`src/rtl/pnct_pkg.sv`:
```
// ----------------------------------------------------------------------------
// pnct_pkg
// Shared types and constants for the PN-counter origin table.
// ----------------------------------------------------------------------------
`default_nettype none

package pnct_pkg;

    // Table geometry
    localparam int MAX_ORIGINS = 16;
    localparam int IDX_W       = (MAX_ORIGINS > 1) ? $clog2(MAX_ORIGINS) : 1;
    localparam int CNT_W       = $clog2(MAX_ORIGINS + 1);

    // Field widths
    localparam int ID_W  = 32;
    localparam int TOT_W = 64;

    // Item kinds
    localparam logic KIND_INC   = 1'b0;
    localparam logic KIND_MERGE = 1'b1;

    typedef logic [IDX_W-1:0] t_idx;
    typedef logic [CNT_W-1:0] t_cnt;
    typedef logic [ID_W-1:0]  t_id;
    typedef logic [TOT_W-1:0] t_tot;

    // One table entry's totals as held in the RAM
    typedef struct packed {
        t_tot pos;
        t_tot neg;
    } t_totals;

    // Lookup result from the origin CAM
    typedef struct packed {
        logic hit;
        t_idx hit_idx;
        logic full;
        t_idx alloc_idx;
    } t_cam_status;

endpackage

`default_nettype wire

```
`src/rtl/pnct_id_cam.sv`:
```
// ----------------------------------------------------------------------------
// pnct_id_cam
// Origin id store with parallel match and append-only allocation.
// ----------------------------------------------------------------------------
`default_nettype none

module pnct_id_cam (
    input  wire                   i_clk,
    input  wire                   i_rst_n,
    input  wire pnct_pkg::t_id    i_lookup_id,
    input  wire                   i_alloc,
    output pnct_pkg::t_cam_status o_status
);

    pnct_pkg::t_id  r_ids [pnct_pkg::MAX_ORIGINS];
    pnct_pkg::t_cnt r_count;

    logic            hit;
    pnct_pkg::t_idx  hit_idx;

    // Match against live entries; ids are unique so at most one hits
    always_comb begin
        hit     = 1'b0;
        hit_idx = '0;
        for (int i = 0; i < pnct_pkg::MAX_ORIGINS; i++) begin
            if ((pnct_pkg::CNT_W'(i) < r_count) && (r_ids[i] == i_lookup_id)) begin
                hit     = 1'b1;
                hit_idx = hit_idx | pnct_pkg::IDX_W'(i);
            end
        end
    end

    assign o_status.hit       = hit;
    assign o_status.hit_idx   = hit_idx;
    assign o_status.full      = (r_count == pnct_pkg::CNT_W'(pnct_pkg::MAX_ORIGINS));
    assign o_status.alloc_idx = r_count[pnct_pkg::IDX_W-1:0];

    // Entry count
    always_ff @(posedge i_clk) begin
        if (!i_rst_n) begin
            r_count <= '0;
        end else if (i_alloc) begin
            r_count <= r_count + 1'b1;
        end
    end

    // Id store, written on allocation only
    always_ff @(posedge i_clk) begin
        if (i_alloc) begin
            r_ids[r_count[pnct_pkg::IDX_W-1:0]] <= i_lookup_id;
        end
    end

endmodule

`default_nettype wire

```
`config.mk`:
```
export PLATFORM = sky130hd
export DESIGN_NAME = pnct_id_cam
export DESIGN_NICKNAME = d
export VERILOG_FILES = /design/src/rtl/pnct_pkg.sv /design/src/rtl/pnct_id_cam.sv
export SDC_FILE = /design/constraint.sdc
export NUM_CORES = 1
export LEC_CHECK = 0
export BUFFER_PORTS_ARGS = -buffer_cell sky130_fd_sc_hd__buf_2
export CORE_ASPECT_RATIO = 2
export CORE_MARGIN = 2
export CORE_UTILIZATION = 41
export DETAILED_ROUTE_END_ITERATION = 8
export PLACE_DENSITY = 0.52
export SLEW_MARGIN = 20
export SYNTH_ARGS = -nofsm -noshare
export SYNTH_HDL_FRONTEND = slang
export SYNTH_SLANG_ARGS = --single-unit
export TNS_END_PERCENT = 1
```
`constraint.sdc`:
```
create_clock -name i_clk -period 11.7 [get_ports i_clk]
set_clock_uncertainty 0.05 [all_clocks]
set_input_delay 3.51 -clock i_clk [delete_from_list [all_inputs] [get_ports i_clk]]
set_output_delay 3.51 -clock i_clk [all_outputs]
set_load 0.1 [all_outputs]
```
==> results_tabular.tex <==
\begin{tabular}{lr}
\hline
Metric & Value \\
\hline
\multicolumn{2}{l}{\textbf{Outcome}} \\
Result of the run & complete, no violations \\
\multicolumn{2}{l}{\textbf{Logic synthesis}} \\
Number of nets produced by synthesis & 1398 \\
Main combinational cell family by area after synthesis & XOR/XNOR gates \\
Async set-or-reset flop fraction in the synthesized netlist & 0\% \\
Cell taking the most area after synthesis & edfxtp\_1 \\
Proportion of synthesized chip area in sequential cells & 70.2\% \\
Post-synth design cell area & 0.0220 mm\^{}2 \\
Mapped Avg Cell Area & 16.2 um\^{}2 \\
Area fraction in compound gates after synthesis & 0.329\% \\
Synth Area in Simple Gates & 6.45\% \\
Flop and latch count out of synthesis & 517 \\
Fraction of synthesized cell area taken by the top area cell type & 69.8\% \\
Proportion of synthesized area in mux cells & 0.0454\% \\
Synthesis warning total & 0 \\
Area contributors post-synth & edfxtp\_1 (70\%), xor2\_1 (14\%), xnor2\_1 (6.6\%) \\
Number of distinct standard cells referenced by the synthesized netlist & 39 \\
Cell count after synthesis & 1359 \\
Number of synthesized flops with an enable pin & 512 \\
Area share of xor/xnor cells in the synthesized design & 20.5\% \\
Post-synthesis share of cell area spent on full adders, half adders and majority gates & 0.227\% \\
Most used DFF post-synth & edfxtp\_1 \\
\multicolumn{2}{l}{\textbf{Pwr}} \\
Internal power component & 2.93 mW \\
Power per Cell Area & 154 mW/mm\^{}2 \\
Clock share of power & 38.6\% \\
Combinational cell fraction of total power & 6.9\% \\
Fraction of power spent switching nets & 22.8\% \\
Peak VDD IR & 0.134 mV \\
Leakage power of the design & 8.14 nW \\
Switching component of the power & 0.867 mW \\
Sequential fraction of design power & 54.5\% \\
\multicolumn{2}{l}{\textbf{Layout}} \\
Area occupied by multi-input gates & 0.00610 mm\^{}2 \\
Share of cells above drive strength 1 & 13.4\% \\
\# diodes & 0 \\
Fill cell instance count of the final layout & 4599 \\
Synth-to-Final Area Change & 12.2\% \\
Nets & 1499 \\
Layout Cell Area excl Fill & 0.0247 mm\^{}2 \\
Register area & 0.0155 mm\^{}2 \\
\multicolumn{2}{l}{\textbf{Clocking}} \\
Clock Latency Late Sink & 0.57 ns \\
Post-CTS Setup Repair Bufs & 0 \\
Post\_cts resized & 0 \\
Number of clock sinks seen by CTS & 517 \\
Hold-fix buffers at CTS & 0 \\
CTS tree & yes \\
Max H-tree Level & 2 \\
CTS clk-pin slew, worst paths & 0.07 ns \\
Deepest clock path buffer count & 3 \\
Cts bufs inserted & 46 \\
Buffer cell driving the clock tree root & clkbuf\_16 \\
\multicolumn{2}{l}{\textbf{Timing}} \\
RSZ-0062 raised after global routing & false \\
Final total negative setup slack & 0 ns \\
Transition time of the tightest slew-check pin & 1.01 ns \\
Hold violation count in the final report & 0 \\
Fin crit period & 10.44 ns \\
Max frequency & 95.8 MHz \\
Fin. max-slew vios & 0 \\
Crit share post-route & 89.2\% \\
Headroom to the max-slew limit & 32.4\% \\
Setup-failing EPs final & 0 \\
\multicolumn{2}{l}{\textbf{Routing}} \\
Remaining antenna violation count after routing & 0 \\
Initial DRC Count & 840 \\
Drc violations & 0 \\
DR vias & 11400 \\
Number of vias per cell after detailed routing & 5.28 \\
Pre-antenna DRT Iters & 4 \\
Average wire per cell in the routed design & 28.9 um \\
Total wirelength of the detailed-routed design & 62500 um \\
\multicolumn{2}{l}{\textbf{Job}} \\
Max\_cap viols & 0 \\
\multicolumn{2}{l}{\textbf{Floorplan}} \\
Chip Height & 332 um \\
Boundary Pins & 45 \\
Die Width & 168 um \\
Initial Util & 41.3\% \\
Floorplan core area & 0.0533 mm\^{}2 \\
Overall die area & 0.0557 mm\^{}2 \\
Number of cell rows & 120 \\
\multicolumn{2}{l}{\textbf{Setup path}} \\
FF-to-FF setup slack & 9.06 ns \\
Arrival @ worst endpoint & 6.88 ns \\
Largest driver fanout on the critical path & 23 \\
Start-to-end type of the worst setup path & input pin to output port \\
Worst reg2reg path depth & 4 \\
Capturing point of the worst reg2reg path & r\_ids[12][3] \\
Start point of the critical path & i\_lookup\_id[27] \\
Crit end category & output port \\
Data required time of the worst path & 8.14 ns \\
Launch instance of the worst register-to-register path & r\_count[2] \\
Critical path launch point type & input pin \\
\multicolumn{2}{l}{\textbf{GRT}} \\
Global-route wire length before repair & 88400 um \\
Number of antenna violations at the first check in global routing & 2 \\
Via count of the first global-routing pass & 11900 \\
Total global routing track utilization & 22.7\% \\
Pin count of the biggest net entering global routing & 33 \\
Overflow left after global routing & 0 \\
\multicolumn{2}{l}{\textbf{Min path}} \\
Class of the most critical hold timing path & flop to flop \\
Hold path endpoint & r\_count[4] \\
Worst Hold Path Cells & 3 \\
Worst hold path startpoint & r\_count[4] \\
\multicolumn{2}{l}{\textbf{Placed design}} \\
Standard cell area after detailed placement & 0.0233 mm\^{}2 \\
Sum of net half-perimeters after detailed placement & 41200 um \\
Buffers on Ports & 44 \\
Final weighted congestion in routability-driven placement & 0.831 \\
\hline
\end{tabular}
==> how the worst max path moves through the flow <==
stage                              to  slack [ns]
after global routing      o_status[9]        1.19
final                     o_status[9]        1.26
after floorplan           o_status[8]        2.49
after CTS                 o_status[9]        1.08
after detailed placement  o_status[9]        1.08
after global placement    o_status[9]        1.03
==> state kept, by name, summed over array words and instances (netlist names) <==
name,flops
r_ids,512
r_count,5
==> kinds of logic (layout without fill, tap and decap cells) <==
logic type | after synthesis | in the layout
flip-flops | 517 | 517
AO/OA/AOI/OAI | 10 | 10
AND/OR/NAND/NOR | 234 | 234
adder cells (fa/ha/maj) | 4 | 4
XOR/XNOR | 516 | 516
buffers and inverters | 77 | 212
multiplexers | 1 | 1
==> critical path, stage by stage <==
cell	delay [ns]
buf_2	0.67
buf_4	0.35
xor2_1	0.09
nor4_1	0.44
nand4_1	0.18
nor4_1	0.77
nor4bb_1	0.16
nand4b_1	0.22
buf_2	0.46
==> cell usage after synthesis, drive strengths merged (5+ instances only) <==
cell type and n:
buf 70, edfxtp 512, xor2 351, xnor2 165, nand4 54, and2 7, nand3 14, nand2 10
and3 9, dfxtp 5, nor4 98, nor3 15, nor2 6
==> stage by stage <==
| stage | hold slack, ns | setup slack, ns | util (%) | power (mW) | cells |
|---|---|---|---|---|---|
| floorplan | 0.614 | 2.49 | - | 2.25 | 1359 |
| global placement | 0.678 | 1.03 | 43.7 | 2.37 | 2083 |
| detailed placement | 0.678 | 1.08 | 43.7 | 2.38 | 2083 |
| CTS | 0.687 | 1.08 | 46.4 | 3.84 | 2165 |
| global route | 0.733 | 1.19 | 46.4 | 3.91 | 2165 |
| finish | 0.685 | 1.26 | 46.4 | 3.80 | 2165 |
==> power groups by stage <==
stage          Clock, mW  Combinational, mW  Sequential [mW]
2_1_floorplan          0              0.146             2.11
3_3_place_gp           0              0.264             2.11
3_5_place_dp           0              0.265             2.11
4_1_cts             1.50              0.266             2.07
5_1_grt             1.56              0.278             2.07
6_report            1.47              0.261             2.07
==> layout by cell type, fill, tap and decap left out, drive strengths merged, types with 4 or more instances in the layout <==
| master | Yosys | final |
|---|---|---|
| nand2 | 10 | 10 |
| xnor2 | 165 | 165 |
| ha | 4 | 4 |
| buf | 70 | 127 |
| clkbuf | 4 | 58 |
| nor3 | 15 | 15 |
| nand3 | 14 | 14 |
| and3 | 9 | 9 |
| xor2 | 351 | 351 |
| and2 | 7 | 7 |
| nand4 | 54 | 54 |
| clkinv | 0 | 19 |
| edfxtp | 512 | 512 |
| nor2 | 6 | 6 |
| nor4 | 98 | 98 |
| nor3b | 4 | 4 |
| inv | 3 | 5 |
| dfxtp | 5 | 5 |
==> layer usage <==
layer / track usage (%) / part of all wire, %
met3: 2.85 / 3.6
met1: 26.4 / 38
met4: 9.05 / 4.1
met5: 0 / 0
met2: 41.8 / 54
==> cell type report <==
cell class | count | share of cell area [%]
clock buffers | 58 | 5.01
repair buffers | 127 | 3.57
clock inverters | 24 | 0.684
multi-input cells | 765 | 24.7
flip-flops and latches | 517 | 62.6
inverters | 3 | 0.0456
well taps | 671 | 3.40
Note: power is estimated with default switching activity, not from simulation.
