### src/rtl/pnct_pkg.sv
// ----------------------------------------------------------------------------
// pnct_pkg
// Shared types and constants for the PN-counter origin table.
// ----------------------------------------------------------------------------
`default_nettype none

package pnct_pkg;

    // Table geometry
    localparam int MAX_ORIGINS = 16;
    localparam int IDX_W       = (MAX_ORIGINS > 1) ? $clog2(MAX_ORIGINS) : 1;
    localparam int CNT_W       = $clog2(MAX_ORIGINS + 1);

    // Field widths
    localparam int ID_W  = 32;
    localparam int TOT_W = 64;

    // Item kinds
    localparam logic KIND_INC   = 1'b0;
    localparam logic KIND_MERGE = 1'b1;

    typedef logic [IDX_W-1:0] t_idx;
    typedef logic [CNT_W-1:0] t_cnt;
    typedef logic [ID_W-1:0]  t_id;
    typedef logic [TOT_W-1:0] t_tot;

    // One table entry's totals as held in the RAM
    typedef struct packed {
        t_tot pos;
        t_tot neg;
    } t_totals;

    // Lookup result from the origin CAM
    typedef struct packed {
        logic hit;
        t_idx hit_idx;
        logic full;
        t_idx alloc_idx;
    } t_cam_status;

endpackage

`default_nettype wire

### src/rtl/pnct_update.sv
// ----------------------------------------------------------------------------
// pnct_update
// New totals of one entry for an increment or a merge.
// ----------------------------------------------------------------------------
`default_nettype none

module pnct_update (
    input  wire                    i_kind,
    input  wire pnct_pkg::t_tot    i_delta,
    input  wire pnct_pkg::t_tot    i_remote_pos,
    input  wire pnct_pkg::t_tot    i_remote_neg,
    input  wire pnct_pkg::t_totals i_old,
    output pnct_pkg::t_totals      o_new,
    output logic                   o_changed
);

    logic pos_up;
    logic neg_up;

    assign pos_up = (i_remote_pos > i_old.pos);
    assign neg_up = (i_remote_neg > i_old.neg);

    always_comb begin
        o_new     = i_old;
        o_changed = 1'b0;
        unique case (i_kind)
            pnct_pkg::KIND_INC: begin
                // negative delta adds its magnitude to neg; -2^63 adds 2^63
                if (!i_delta[pnct_pkg::TOT_W-1]) begin
                    o_new.pos = i_old.pos + i_delta;
                end else begin
                    o_new.neg = i_old.neg - i_delta;
                end
            end
            pnct_pkg::KIND_MERGE: begin
                if (pos_up) begin
                    o_new.pos = i_remote_pos;
                end
                if (neg_up) begin
                    o_new.neg = i_remote_neg;
                end
                o_changed = pos_up | neg_up;
            end
            default: begin
                o_new = i_old;
            end
        endcase
    end

endmodule

`default_nettype wire
### config.mk
export PLATFORM = sky130hd
export DESIGN_NAME = pnct_update
export DESIGN_NICKNAME = d
export VERILOG_FILES = /design/src/rtl/pnct_pkg.sv /design/src/rtl/pnct_update.sv
export SDC_FILE = /design/constraint.sdc
export NUM_CORES = 1
export LEC_CHECK = 0
export ABC_AREA = 1
export BUFFER_PORTS_ARGS = -buffer_cell sky130_fd_sc_hd__buf_4
export CAP_MARGIN = 30
export CORE_MARGIN = 5
export CORE_UTILIZATION = 38
export DETAILED_ROUTE_END_ITERATION = 12
export PLACE_DENSITY = 0.72
export SLEW_MARGIN = 20
export SYNTH_ARGS = -nofsm -noshare
export SYNTH_HDL_FRONTEND = slang
export SYNTH_SLANG_ARGS = --single-unit
### constraint.sdc
create_clock -name vclk -period 3.93
set_input_delay 0.5895 -clock vclk [all_inputs]
set_output_delay 0.5895 -clock vclk [all_outputs]
set_load 0.05 [all_outputs]
==> results of run 1 <==
[critical path: cells and delay by family]
kind | cells | cell delay, ps
AND/OR/NAND/NOR | 13 | 1380
adder cells (fa/ha/maj) | 2 | 630
buffers and inverters | 2 | 350
AO/OA/AOI/OAI | 1 | 170
[cells by family (layout without fill, tap and decap cells)]
logic type	Yosys count	count (layout)
compound gates	533	533
xor+xnor	58	58
fa+ha+maj	256	256
buf+inv	916	1302
other cells	0	5
simple gates	2060	2060
[final timing paths]
check	end	slack (ps)	depth (start not counted)
worst max-delay path	o_new[100]	200	18
worst min-delay path	o_new[0]	1590	4
[layout make-up]
cell class | count | area share
well taps | 664 | 0.03657
repair buffers | 484 | 0.1652
inverters | 818 | 0.1351
multi-input cells | 2907 | 0.6626
diodes | 5 | 0.0005507
[power by group through the flow]
stage | sequential (mW) | combinational (mW) | clock [mW]
6_report | 0 | 4.09 | 0.000000132
5_1_grt | 0 | 4.45 | 0.0000000681
4_1_cts | 0 | 4.04 | 0
3_5_place_dp | 0 | 4.03 | 0
3_3_place_gp | 0 | 4.02 | 0
2_1_floorplan | 0 | 2.65 | 0
[what timing repair did]
item,in CTS,in global routing
buffers inserted,0,0
endpoints found under the setup margin,0,1
gates resized for setup,0,1
[through the flow]
| step | std cells | setup WS, ps | util | total power [mW] | hold WS (ps) |
|---|---|---|---|---|---|
| final | 4878 | 202.9 | 0.4661 | 4.090 | 1591 |
| after global routing | 4875 | 24.93 | 0.4659 | 4.453 | 1618 |
| after CTS | 4873 | 180.8 | 0.4657 | 4.041 | 1590 |
| after detailed placement | 4873 | 179.7 | 0.4657 | 4.028 | 1592 |
| after global placement | 4873 | 195.8 | 0.4657 | 4.018 | 1587 |
| after floorplan | 3823 | 691.4 | - | 2.654 | 1573 |
[routing by layer]
metal	part of all wire	vias to the layer above	wire, microns
li1	-	12701	-
met1	0.42	11006	37350
met2	0.46	887	40500
met3	0.070	174	6127
met4	0.047	10	4102
met5	0.00066	-	58
[placed cells by master, fill, tap and decap left out, types with 9 or more instances in the layout]
master / count
buf_4: 474
o21bai_1: 20
inv_1: 817
o21ai_0: 158
a21oi_1: 342
o21a_1: 9
nand2_1: 1311
nand2_2: 25
nand4_1: 24
nor3_1: 28
nand3_1: 384
ha_1: 254
xor2_1: 57
nand3_2: 21
nor2_1: 251
buf_12: 9
==> results.md, run 1 <==
- Complex-gate fraction of the synthesized area: 0.1472
- Multi-input logic area: 0.01505 sq mm
- Pwr dens: 180.0 mW/mm^2
- Most used cell, CP: nand2_1
- Most frequent cells after synthesis: 1313 x nand2_1, 817 x inv_1, 385 x nand3_1
- Final sequential cell count: 0
- CP Capture Type: output pin
- Sequential cell area: 0 sq um
- Largest family of logic cells by synthesized area: simple AND/OR/NAND/NOR gates
- Met1 Use GR: 0.3973
- Mux contribution to synthesized area: 0
- Sequential fraction of the synthesis area: 0
- Synth Instances: 3823
- Setup_tns: 0 ps
- DR pass1 iterations: 7
- Die height: 231.7 microns
- Clk pwr share: 0
- Initial DRC Count: 2128
- Synth area leaders: nand2_1 26%, ha_1 17%, inv_1 16%, nand3_1 10%, a21oi_1 9.2%
- Setup Viol. Count Final: 0
- Final net count: 4788
- Global-route wire length before repair: 131600 microns
- Starting Density: 0.3832
- Filler cells: 5535
- Top-area cell type share of the netlist area: 0.2638
- Number of port buffers: 450
- Grt peak-use layer: met2
- Yosys top cell by area: nand2_1
- Largest net degree at the start of global routing: 137
- Count leader, synth: nand2_1
- Area of the mapped netlist: 0.01868 sq mm
- Syn-to-layout area delta: 21.62%
- Critical Path AT: 3140 ps
- Initial antenna violation count: 8
- Crit path kind: primary input to output pin
- Worst EP required: 3340 ps
- Netlist cell types: 33
- Slowest cell on crit path: fa_1
- Share of layout cells above drive strength 1: 0.1271
- Cts hold-fix bufs: 0
- Sequential share of power: 0
- Final Hold Viols: 0
- Ys Warns: 0
- Unrepaired setup endpoints after global routing: no
- Hold Crit Class: primary input to output pin
- Leak: 14.38 nW
- Clock buf count: 0
- Die Wd: 231.7 microns
- DPL Wire Length: 76950 microns
- Post-DP Area: 0.02270 sq mm
- Slew HR: 0.4869
- Number of global-route vias before repair: 23037
- Post-route cell area: 0.02272 sq mm
- Vias/cell: 5.080
- Routed Antenna Nets: 0
- Standard-cell row count: 81
- Crit-path cells: buf_4, ha_1, fa_1, nand3_1, nand3_2, nand2_1, nand2_1, nand2_1, nand2_1, nand2_1, nand2_1, nand2_1, nand2_1, nand2_1, nand2_1, o21ai_0, nand2_1, buf_4
- Syn nets: 4400
- Post-Synth Adder-Cell Area: 0.1723
- Switch Pwr: 2.774 mW
- Overall Global Routing Usage: 0.3090
- Simple-gate share of the synthesized area: 0.4582
- CP Launch Type: primary input
- Largest stage delay on the critical path: 410 ps
- Comb power frac: 1.000
- Hold path start: i_old[0]
- Worst Path Max Fanout: 4
- Final slew viol count: 0
- Worst setup path start: i_delta[0]
- Status: finished clean
- DR vias: 24778
- Io pins: 450
- Fmax: 0.2683 GHz
- Least-Margin Pin Slew: 769.7 ps
- GP Congestion: 1.040
- Core ar.: 0.04875 sq mm
- Gr ovfl total: 0
- Synth Area per Inst: 4.887 sq um
- # Max-Cap Violations: 0
- Final period utilization: 0.9484
- Cell-internal power: 1.315 mW
- XOR/XNOR share of the synthesized area: 0.02719
- Switching fraction of total power: 0.6784
- WL final: 88140 microns
- M3 GR Usage: 0.03974
- DR DRC count: 0
- Maximum vdd drop: 0.1042 mV
- Met2 usage: 0.5268
- Avg WL per Cell: 18.07 microns
- Min Tclk post-route: 3727 ps
- Die area: 0.05370 sq mm
No activity file was read; power rests on OpenSTA's default activity.
==> run 2, diff against run 1 <==
Clock period 3.93 ns to 4 ns, I/O delays scaled along.
==> results.md, run 2 (synthesis gave the netlist of run 1 again) <==
- Final Hold Viols: 0
- Standard-cell row count: 81
- Final slew viol count: 0
- Core ar.: 0.04875 sq mm
- Final Util: 0.4658
- Vias/cell: 5.091
- Setup Viol. Count Final: 0
- Overall Global Routing Usage: 0.3019
- Routed Antenna Nets: 0
- Gr ovfl total: 0
- Die Wd: 231.7 microns
- Setup_tns: 0 ps
- Largest stage delay on the critical path: 420 ps
- GP Congestion: 1.100
- Starting Density: 0.3832
- # Max-Cap Violations: 0
- Cell depth of the worst hold path: 4
- Initial DRC Count: 2036
- Slew HR: 0.5089
- Share of layout cells above drive strength 1: 0.1269
- Post CTS Setup Buffer Count: 0
- Critical Path AT: 3240 ps
- Crit path kind: primary input to output pin
- Global-route wire length before repair: 128400 microns
- WL final: 87400 microns
- Fmax: 0.2605 GHz
- Worst Slack Setup Final: 161.1 ps
- Die area: 0.05370 sq mm
- Number of port buffers: 450
- Number of global-route vias before repair: 22591
- Avg WL per Cell: 17.93 microns
- CP Launch Type: primary input
- Sequential cell area: 0 sq um
- Unrepaired setup endpoints after global routing: no
- Maximum vdd drop: 0.1159 mV
- Final sequential cell count: 0
- Worst Path Max Fanout: 16
- Initial antenna violation count: 10
- Pwr dens: 177.0 mW/mm^2
- Syn-to-layout area delta: 21.55%
- Min Tclk post-route: 3839 ps
- Commonest non-fill, non-tap cell in the layout: nand2_1
- Hold Crit Class: primary input to output pin
- Hold_ws: 1610 ps
- Most frequent cells in the layout: 1310 x nand2_1, 817 x inv_1, 471 x buf_4
- Status: finished clean
- Tot Pwr: 4.018 mW
- Crit-path cells: buf_4, inv_1, ha_1, nand2_1, nor4_1, nand2_1, nor2_2, nand4_1, buf_4, nand3_1, nand3_1, nand2_1, buf_4
- Final period utilization: 0.9597
- Clock buf count: 0
- Least-Margin Pin Slew: 735.8 ps
- Io pins: 450
- DR DRC count: 0
- DPL Wire Length: 76590 microns
- DR vias: 24818
- DR pass1 iterations: 6
- Die height: 231.7 microns
- CP Capture Type: output pin
- Worst EP required: 3400 ps
- Largest net degree at the start of global routing: 114
- Slowest cell on crit path: nor4_1
- Leak: 14.37 nW
- Post-Place Setup Slack: 165.0 ps
- Final net count: 4786
==> run 2: final timing paths <==
kind | from | end | slack (ps)
worst max-delay path | i_old[119] | o_new[96] | 160
worst min-delay path | i_old[0] | o_new[0] | 1610
==> run 2: timing repair <==
action | in CTS | in global routing
gates resized for setup | 0 | 3
setup endpoints to repair | 0 | 36
hold buffers | 0 | 0
==> run 2: power breakdown <==
part           switching, mW   total [mW]  internal, mW
combinational           2.72         4.02          1.30
sequential                 0            0             0
clock                      0  0.000000135   0.000000135
==> run 2: critical path: cells and delay by family <==
kind	cells	cell delay, ps
adders and majority gates	1	310
and+or+nand+nor	8	1590
buffers and inverters	4	720
==> run 2: metal layers <==
metal	vias to the layer above	global-route usage	wire length [microns]	part of all wire
met3	209	0.04084	7049	0.081
li1	12703	-	-	-
met5	-	0	80	0.00092
met2	1044	0.5178	39770	0.46
met4	12	0.1196	4491	0.051
met1	10850	0.3829	36010	0.41
==> run 2: through the flow <==
step	cells	cell area [sq um]
finish	4875	22710
global route	4875	22710
CTS	4871	22690
detailed placement	4871	22690
global placement	4871	22690
floorplan	3823	18680
==> run 2: final cells by class <==
cell class	instances	area, sq um
inverters	818	3070
well taps	664	830.8
diodes	4	10.01
fillers	5545	26040
multi-input cells	2907	15050
repair buffers	482	3741
